**config.mk**
```make
export PLATFORM = sky130hd
export DESIGN_NAME = polynomial_string_hash
export DESIGN_NICKNAME = d
export VERILOG_FILES = /design/src/rtl/psh_pkg.sv /design/src/rtl/psh_rem_unit.sv /design/src/rtl/polynomial_string_hash.sv
export SDC_FILE = /design/constraint.sdc
export NUM_CORES = 1
export LEC_CHECK = 0
export ABC_AREA = 0
export BUFFER_PORTS_ARGS = -buffer_cell sky130_fd_sc_hd__buf_2
export CORE_UTILIZATION = 40
export DETAILED_ROUTE_END_ITERATION = 12
export HOLD_SLACK_MARGIN = 0.06
export PLACE_DENSITY_LB_ADDON = 0.12
export SLEW_MARGIN = 20
export SYNTH_ARGS = -nofsm -noshare
export SYNTH_HDL_FRONTEND = slang
export SYNTH_SLANG_ARGS = --single-unit
```
**constraint.sdc**
```tcl
create_clock -name clk_i -period 5.9 [get_ports clk_i]
set_clock_uncertainty 0.1 [all_clocks]
set_input_delay 0.295 -clock clk_i [delete_from_list [all_inputs] [get_ports clk_i]]
set_output_delay 0.295 -clock clk_i [all_outputs]
set_load 0.01 [all_outputs]
```
**src/rtl/psh_pkg.sv**
```systemverilog
// Shared types, constants and the byte-to-value map of the polynomial string hash.
`timescale 1ns / 1ps

package psh_pkg;

  localparam int unsigned ModW   = 31;                 // table size, hash and power width
  localparam int unsigned ValW   = 5;                  // mapped byte value, 1..27
  localparam int unsigned ProdW  = ModW + ValW;        // value * power, also power * 31
  localparam int unsigned SumW   = ProdW + 1;          // hash + value * power
  localparam int unsigned CntW   = $clog2(SumW + 1);   // remainder step counter
  localparam int unsigned TdataW = ((ModW + 7) / 8) * 8;

  localparam logic [ModW-1:0] TableSizeReset = ModW'(1024);
  localparam logic [ValW-1:0] OtherValue     = ValW'(27);
  localparam logic [7:0]      LowerA         = 8'h61;  // 'a'
  localparam logic [7:0]      UpperA         = 8'h41;  // 'A'

  typedef enum logic [1:0] {
    ST_IDLE,
    ST_HASH,
    ST_POWER,
    ST_EMIT
  } psh_state_e;

  // Letters map to 1..26 in either case, every other byte to 27.
  function automatic logic [ValW-1:0] psh_char_value(input logic [7:0] ch);
    logic [7:0] off;
    off = 8'h00;
    if (ch inside {[8'h61:8'h7a]}) begin
      off = ch - LowerA + 8'd1;
    end else if (ch inside {[8'h41:8'h5a]}) begin
      off = ch - UpperA + 8'd1;
    end else begin
      off = {3'b000, OtherValue};
    end
    return off[ValW-1:0];
  endfunction

endpackage

```
**src/rtl/psh_rem_unit.sv**
```systemverilog
// Shared radix-2 restoring remainder unit: one dividend bit per cycle.
`timescale 1ns / 1ps

module psh_rem_unit (
  input  logic                          clk_i,
  input  logic                          rst_ni,
  input  logic                          start_i,
  input  logic [psh_pkg::SumW-1:0]      dividend_i,
  input  logic [psh_pkg::ModW-1:0]      modulus_i,
  output logic                          busy_o,
  output logic                          done_o,
  output logic [psh_pkg::ModW-1:0]      rem_o
);

  logic [psh_pkg::SumW-1:0] div_q, div_d;
  logic [psh_pkg::ModW-1:0] rem_q, rem_d;
  logic [psh_pkg::CntW-1:0] cnt_q, cnt_d;
  logic                     busy_q, busy_d;
  logic                     done_q, done_d;

  logic [psh_pkg::ModW:0]   trial;
  logic [psh_pkg::ModW:0]   diff;
  logic                     fits;

  always_comb begin
    trial = {rem_q, div_q[psh_pkg::SumW-1]};
    diff  = trial - {1'b0, modulus_i};
    fits  = trial >= {1'b0, modulus_i};

    div_d  = div_q;
    rem_d  = rem_q;
    cnt_d  = cnt_q;
    busy_d = busy_q;
    done_d = 1'b0;

    if (start_i) begin
      div_d  = dividend_i;
      rem_d  = '0;
      cnt_d  = psh_pkg::CntW'(psh_pkg::SumW);
      busy_d = 1'b1;
    end else if (busy_q) begin
      // trial stays below twice the modulus, so one subtract restores it
      rem_d = fits ? diff[psh_pkg::ModW-1:0] : trial[psh_pkg::ModW-1:0];
      div_d = {div_q[psh_pkg::SumW-2:0], 1'b0};
      cnt_d = cnt_q - psh_pkg::CntW'(1);
      if (cnt_q == psh_pkg::CntW'(1)) begin
        busy_d = 1'b0;
        done_d = 1'b1;
      end
    end
  end

  always_ff @(posedge clk_i or negedge rst_ni) begin
    if (!rst_ni) begin
      cnt_q  <= '0;
      busy_q <= 1'b0;
      done_q <= 1'b0;
    end else begin
      cnt_q  <= cnt_d;
      busy_q <= busy_d;
      done_q <= done_d;
    end
  end

  always_ff @(posedge clk_i) begin
    div_q <= div_d;
    rem_q <= rem_d;
  end

  assign busy_o = busy_q;
  assign done_o = done_q;
  assign rem_o  = rem_q;

endmodule

```
**src/rtl/polynomial_string_hash.sv**
```systemverilog
// Top level of the base-31 polynomial string hash with configurable table size.
`timescale 1ns / 1ps

// Hashes a string fed one byte per beat (tlast on the final byte, tuser set for an
// empty string) into a bucket index below table_size; a zero table size acts as one.
// Each byte runs two reductions through one shared bit-serial remainder unit, 37 steps
// apiece, and the input is held off until both are done; the byte that ends a string
// and an empty-string beat also pass through the emit state before the next byte.
// The finished hash sits in an output register, so the next string may start while
// the result waits to be taken; a second finished string waits until the first has
// been taken. Write table_size only while idle.
module polynomial_string_hash (
  input  logic                        clk_i,
  input  logic                        rst_ni,
  // configuration: table_size
  input  logic                        cfg_valid_i,
  output logic                        cfg_ready_o,
  input  logic [psh_pkg::ModW-1:0]    cfg_data_i,
  // input stream
  input  logic                        s_axis_tvalid,
  output logic                        s_axis_tready,
  input  logic [7:0]                  s_axis_tdata,   // [7:0] character
  input  logic                        s_axis_tlast,
  input  logic                        s_axis_tuser,   // [0] empty_string
  // result stream
  output logic                        m_axis_tvalid,
  input  logic                        m_axis_tready,
  output logic [psh_pkg::TdataW-1:0]  m_axis_tdata    // [30:0] hash, [31] zero
);

  psh_pkg::psh_state_e state_q, state_d;

  logic [psh_pkg::ModW-1:0]  table_size_q;
  logic [psh_pkg::ModW-1:0]  m_eff;
  logic [psh_pkg::ModW-1:0]  hash_q, hash_d;
  logic [psh_pkg::ModW-1:0]  power_q, power_d;
  logic                      last_q, last_d;
  logic [psh_pkg::ModW-1:0]  out_hash_q, out_hash_d;
  logic                      out_valid_q, out_valid_d;

  logic                      in_beat;
  logic [psh_pkg::ValW-1:0]  byte_val;
  logic [psh_pkg::ProdW-1:0] term;
  logic [psh_pkg::ProdW-1:0] power_x31;
  logic [psh_pkg::SumW-1:0]  hash_sum;

  logic                      rem_start;
  logic [psh_pkg::SumW-1:0]  rem_dividend;
  logic                      rem_busy;
  logic                      rem_done;
  logic [psh_pkg::ModW-1:0]  rem_value;

  assign cfg_ready_o = 1'b1;

  always_ff @(posedge clk_i or negedge rst_ni) begin
    if (!rst_ni) begin
      table_size_q <= psh_pkg::TableSizeReset;
    end else if (cfg_valid_i && cfg_ready_o) begin
      table_size_q <= cfg_data_i;
    end
  end

  assign m_eff = (table_size_q == '0) ? psh_pkg::ModW'(1) : table_size_q;

  assign s_axis_tready = (state_q == psh_pkg::ST_IDLE);
  assign in_beat       = s_axis_tvalid && s_axis_tready;

  assign byte_val  = psh_pkg::psh_char_value(s_axis_tdata);
  assign term      = psh_pkg::ProdW'(byte_val) * psh_pkg::ProdW'(power_q);
  assign hash_sum  = {1'b0, term} + psh_pkg::SumW'(hash_q);
  assign power_x31 = {power_q, 5'b00000} - psh_pkg::ProdW'(power_q);

  always_comb begin
    state_d      = state_q;
    hash_d       = hash_q;
    power_d      = power_q;
    last_d       = last_q;
    out_hash_d   = out_hash_q;
    out_valid_d  = out_valid_q;
    rem_start    = 1'b0;
    rem_dividend = hash_sum;

    // drop the result once the downstream side takes it
    if (out_valid_q && m_axis_tready) begin
      out_valid_d = 1'b0;
    end

    case (state_q)
      psh_pkg::ST_IDLE: begin
        if (in_beat) begin
          last_d = s_axis_tlast;
          if (s_axis_tuser) begin
            // empty string discards any partial string and reports zero
            hash_d  = '0;
            power_d = psh_pkg::ModW'(1);
            state_d = psh_pkg::ST_EMIT;
          end else begin
            rem_start = 1'b1;
            state_d   = psh_pkg::ST_HASH;
          end
        end
      end
      psh_pkg::ST_HASH: begin
        rem_dividend = psh_pkg::SumW'(power_x31);
        if (rem_done) begin
          hash_d    = rem_value;
          rem_start = 1'b1;
          state_d   = psh_pkg::ST_POWER;
        end
      end
      psh_pkg::ST_POWER: begin
        if (rem_done) begin
          power_d = rem_value;
          state_d = last_q ? psh_pkg::ST_EMIT : psh_pkg::ST_IDLE;
        end
      end
      psh_pkg::ST_EMIT: begin
        // hold until the output register is free
        if (!out_valid_q || m_axis_tready) begin
          out_hash_d  = hash_q;
          out_valid_d = 1'b1;
          hash_d      = '0;
          power_d     = psh_pkg::ModW'(1);
          state_d     = psh_pkg::ST_IDLE;
        end
      end
      default: begin
        state_d = psh_pkg::ST_IDLE;
      end
    endcase
  end

  always_ff @(posedge clk_i or negedge rst_ni) begin
    if (!rst_ni) begin
      state_q     <= psh_pkg::ST_IDLE;
      hash_q      <= '0;
      power_q     <= psh_pkg::ModW'(1);
      last_q      <= 1'b0;
      out_valid_q <= 1'b0;
    end else begin
      state_q     <= state_d;
      hash_q      <= hash_d;
      power_q     <= power_d;
      last_q      <= last_d;
      out_valid_q <= out_valid_d;
    end
  end

  always_ff @(posedge clk_i) begin
    out_hash_q <= out_hash_d;
  end

  psh_rem_unit u_rem (
    .clk_i      (clk_i),
    .rst_ni     (rst_ni),
    .start_i    (rem_start),
    .dividend_i (rem_dividend),
    .modulus_i  (m_eff),
    .busy_o     (rem_busy),
    .done_o     (rem_done),
    .rem_o      (rem_value)
  );

  assign m_axis_tvalid = out_valid_q;
  assign m_axis_tdata  = psh_pkg::TdataW'(out_hash_q);

  a_start_idle: assert property (@(posedge clk_i) disable iff (!rst_ni)
    rem_start |-> !rem_busy)
    else $error("remainder unit restarted while busy");

  a_done_in_step: assert property (@(posedge clk_i) disable iff (!rst_ni)
    rem_done |-> (state_q == psh_pkg::ST_HASH || state_q == psh_pkg::ST_POWER))
    else $error("remainder result arrived outside a reduction step");

  a_byte_starts: assert property (@(posedge clk_i) disable iff (!rst_ni)
    (in_beat && !s_axis_tuser) |=> (state_q == psh_pkg::ST_HASH && rem_busy))
    else $error("accepted byte did not start the hash reduction");

  a_hash_reduced: assert property (@(posedge clk_i) disable iff (!rst_ni)
    (state_q == psh_pkg::ST_POWER) |-> (hash_q < m_eff))
    else $error("running hash not below table size");

endmodule
```
==> metrics.md <==
| Metric | Value |
|---|---|
| Buf/Inv on CP | `6` |
| Sequential area share after synthesis | `between 20% and 30%` |
| # IOs | `81` |
| Post-Synth XOR/XNOR Area | `under 10%` |
| R2R depth | `16` |
| CP Capture Point | `u_rem.div_q[31]` |
| # fillers | `approximately 4300` |
| Initial Util | `around two fifths` |
| Async S/R FF share, synth | `51.47%` |
| WS Path Type | `primary input to register` |
| RR Endpoint | `u_rem.div_q[31]` |
| Post-Syn Area | `between 15000 and 20000 µm²` |
| Cells along the critical path | `buf_2 -> or4_1 -> nor2_1 -> buf_4 -> nor3_2 -> buf_4 -> buf_12 -> and3_1 -> fa_1 -> fa_1 -> inv_1 -> fa_1 -> inv_1 -> ha_1 -> a21o_1 -> a221oi_2 -> o21ai_1 -> a31oi_1 -> o31a_1 -> o21ai_4 -> a31oi_2 -> mux2i_1 -> a221oi_1` |
| Critical path origin | `s_axis_tdata[3]` |
| Yosys cell types | `88` |
| Die Y | `~210 µm` |
| FP Rows | `76` |
| Clock Path Buffers | `3` |
| Synth Instances | `2067` |
| Fin cells | `roughly 2800` |
| Crit. End Element | `register` |
| Hold Crit Class | `primary input to register` |
| Hpwl dp | `39.79 mm` |
| Slew of the pin with the lowest slew margin | `about 900 ps` |
| DRT iter0 DRCs | `between 700 and 800` |
| RSZ-0062 raised after global routing | `false` |
| Skew-Pair Late Insertion Delay | `roughly 540 ps` |
| CP Data Required Time | `approximately 6000 ps` |
| Die area | `between 40000 and 50000 µm²` |
| Synth Area in Simple Gates | `17.13%` |
| DRC viols | `0` |
| Post-synthesis compound-gate area fraction | `18.62%` |
| Initial antenna violation count | `2` |
| Ratio of cells with drive above 1 in the final layout | `roughly an eighth` |
| Most frequent CP cell | `fa_1` |
| Die X | `between 200 and 250 µm` |
| Critical path's top delay family | `compound AO/OA/AOI/OAI gates` |
| Drt pass-1 iters | `6` |
| H-tree Lvls | `1` |
| Final slew viol count | `0` |
| CTS root buffer | `clkbuf_16` |
| DRT antenna net count | `0` |
| Clk sinks | `just over 200` |
| Core ar. | `about 43000 µm²` |
| Area of the multi-input gates | `~11000 µm²` |
| Adder-cell share of the synthesized area | `21.08%` |
| Layout Nets | `about 2500` |
| Critical R2R Launch | `power_q[0]` |
| Syn Area/Cell | `8.540 µm²` |
| Aggregate global routing overflow | `0` |
| Maximum achievable frequency | `roughly 0.18 GHz` |
| Count of state elements after synthesis | `204` |
| CTS Buf Count | `25` |
| Multiplexer share of the synthesized area | `roughly 1.3%` |
| Final instance area | `~20000 µm²` |
| Area growth, synth to finish | `15.74%` |
| All-Layer GR Usage | `between 20% and 30%` |
| Vias per cell | `between 5 and 6` |
| Vias in the first global route | `14610` |
| Max cap viols | `0` |
| Number of synthesized flops with an enable pin | `68` |
| GPL Wtd Cong | `between 0.9 and 1` |
| I/O Buffers | `77` |
| Clock-pin slew on the worst setup and hold paths | `roughly 60 ps` |
| Top post-synthesis cells by count | `inv_1 (241), nand2_1 (241), nor2_1 (209), o21ai_0 (147), a21oi_1 (130)` |
| CP peak stage delay | `between 500 and 600 ps` |
| Largest family of logic cells by synthesized area | `adder cells` |
| Register-to-register setup slack | `740 ps` |
| Status | `finished clean` |
| Register area | `between 5000 and 6000 µm²` |
| Critical Path Stages | `23` |
| Placed cell area | `19190 µm²` |
| Routed WL | `~50 mm` |
| Top cells by area, synth | `dfrtp_1 (15%), fa_1 (13%), edfxtp_1 (12%)` |
| Rel. slew slack | `between 30% and 40%` |
| Minimum clock period after layout | `5637 ps` |
| CP max stage cell | `or4_1` |
| Dpl cells | `about 2700` |
| DR WL/cell | `17.83 µm` |
| CTS tree | `built` |
| Largest net degree at the start of global routing | `72` |
| Global-route wire length before repair | `around 80 mm` |
| Yosys warnings | `0` |
| Area leader, netlist | `dfrtp_1` |
| Synth Net Count | `between 2000 and 2500` |
| Period utilization | `between 90% and 100%` |
| Max FO, Critical Path | `12` |
| Via count | `about 15000` |
| CP arrival | `slightly below 6000 ps` |
| Critical path launch point type | `primary input` |
| Area share of the largest cell type after synthesis | `between 10 and 15%` |
| # setup viols final | `0` |
| Final Hold Viols | `0` |
| Hold Slack | `~160 ps` |
| Top FF cell, synth | `dfrtp_1` |
| Setup Buffers After CTS | `0` |
state kept, by name, indices dropped and copies added, names as in the netlist, 2 cells and up:
| signal | flops |
|---|---|
| u_rem.rem_o | 31 |
| hash_q | 31 |
| power_q | 31 |
| out_hash_q | 31 |
| u_rem.cnt_q | 6 |
| state_q | 2 |
| u_rem.div_q | 37 |
| table_size_q | 31 |
through the flow:
stage               worst slack, ps  util, %  setup TNS, ps
floorplan                     52.73        -              0
global placement             -364.7    44.36          -3629
detailed placement           -453.0    44.36          -5369
CTS                           103.5    47.12              0
global route                  33.44    47.22              0
finish                        263.2    47.22              0
cells by family after synthesis:
logic type / after synthesis
AOI/OAI and AO/OA: 513
muxes: 23
xor gates and xnor gates: 80
adders and majority gates: 226
and+or+nand+nor: 669
DFF: 204
other: 2
buffers and inverters: 350
timing repair:
item	in CTS	in global routing
endpoints found under the hold margin	79	0
endpoints found under the setup margin	0	11
resized for setup	0	4
hold buffers	34	0
worst register-to-register path, delay by kind of cell (launching register included):
| kind | cells | cell delay [ps] |
|---|---|---|
| adders and majority gates | 4 | 1900 |
| AOI/OAI and AO/OA | 8 | 1740 |
| DFF | 1 | 650 |
| and+or+nand+nor | 1 | 260 |
| buffers and inverters | 2 | 160 |
| muxes | 1 | 160 |
cells in the final DEF (no fill, tap or decap), types with 17 or more instances in the layout:
cell,count
xnor2_1,54
fa_1,119
inv_1,241
nand2_1,241
nor2b_1,19
dfrtp_1,102
nand3_1,59
nor3_1,17
a211oi_1,30
dlygate4sd3_1,34
edfxtp_1,68
nand2b_1,17
a21o_1,60
dfxtp_1,31
mux2i_1,19
o21ai_0,147
xor2_1,26
clkbuf_16,25
buf_4,108
buf_2,76
a31oi_1,23
nor2_1,203
ha_1,107
and3_1,40
a21oi_1,129
worst min-delay path by stage:
stage / from / endpoint / slack (ps) / depth (start not counted)
final: s_axis_tvalid / state_q[1] / 160 / 4
after global placement: rst_ni / u_rem.cnt_q[3] / 240 / 1
after CTS: s_axis_tvalid / state_q[1] / 130 / 4
after detailed placement: rst_ni / u_rem.cnt_q[3] / 250 / 1
after global routing: s_axis_tvalid / state_q[1] / 180 / 4
after floorplan: rst_ni / hash_q[0] / -100 / 0
layer usage:
layer / share of wire, % / track usage [%]
met1: 48 / 32.61
met2: 46 / 36.92
met3: 3.9 / 2.334
met4: 2.1 / 5.997
met5: 0 / 0
final cells by class:
| class | instances | area share (%) |
|---|---|---|
| Timing Repair Buffer | 221 | 7.790 |
| Inverter | 243 | 4.465 |
| Sequential cell | 204 | 25.91 |
| Tap cell | 585 | 3.583 |
| Clock buffer | 26 | 3.081 |
| Multi-Input combinational cell | 1513 | 54.05 |
| Clock inverter | 19 | 1.102 |
| Antenna cell | 1 | 0.01225 |
Power is not shown: default switching activity piles up to over one toggle a cycle in this logic, so the estimate is an artifact.
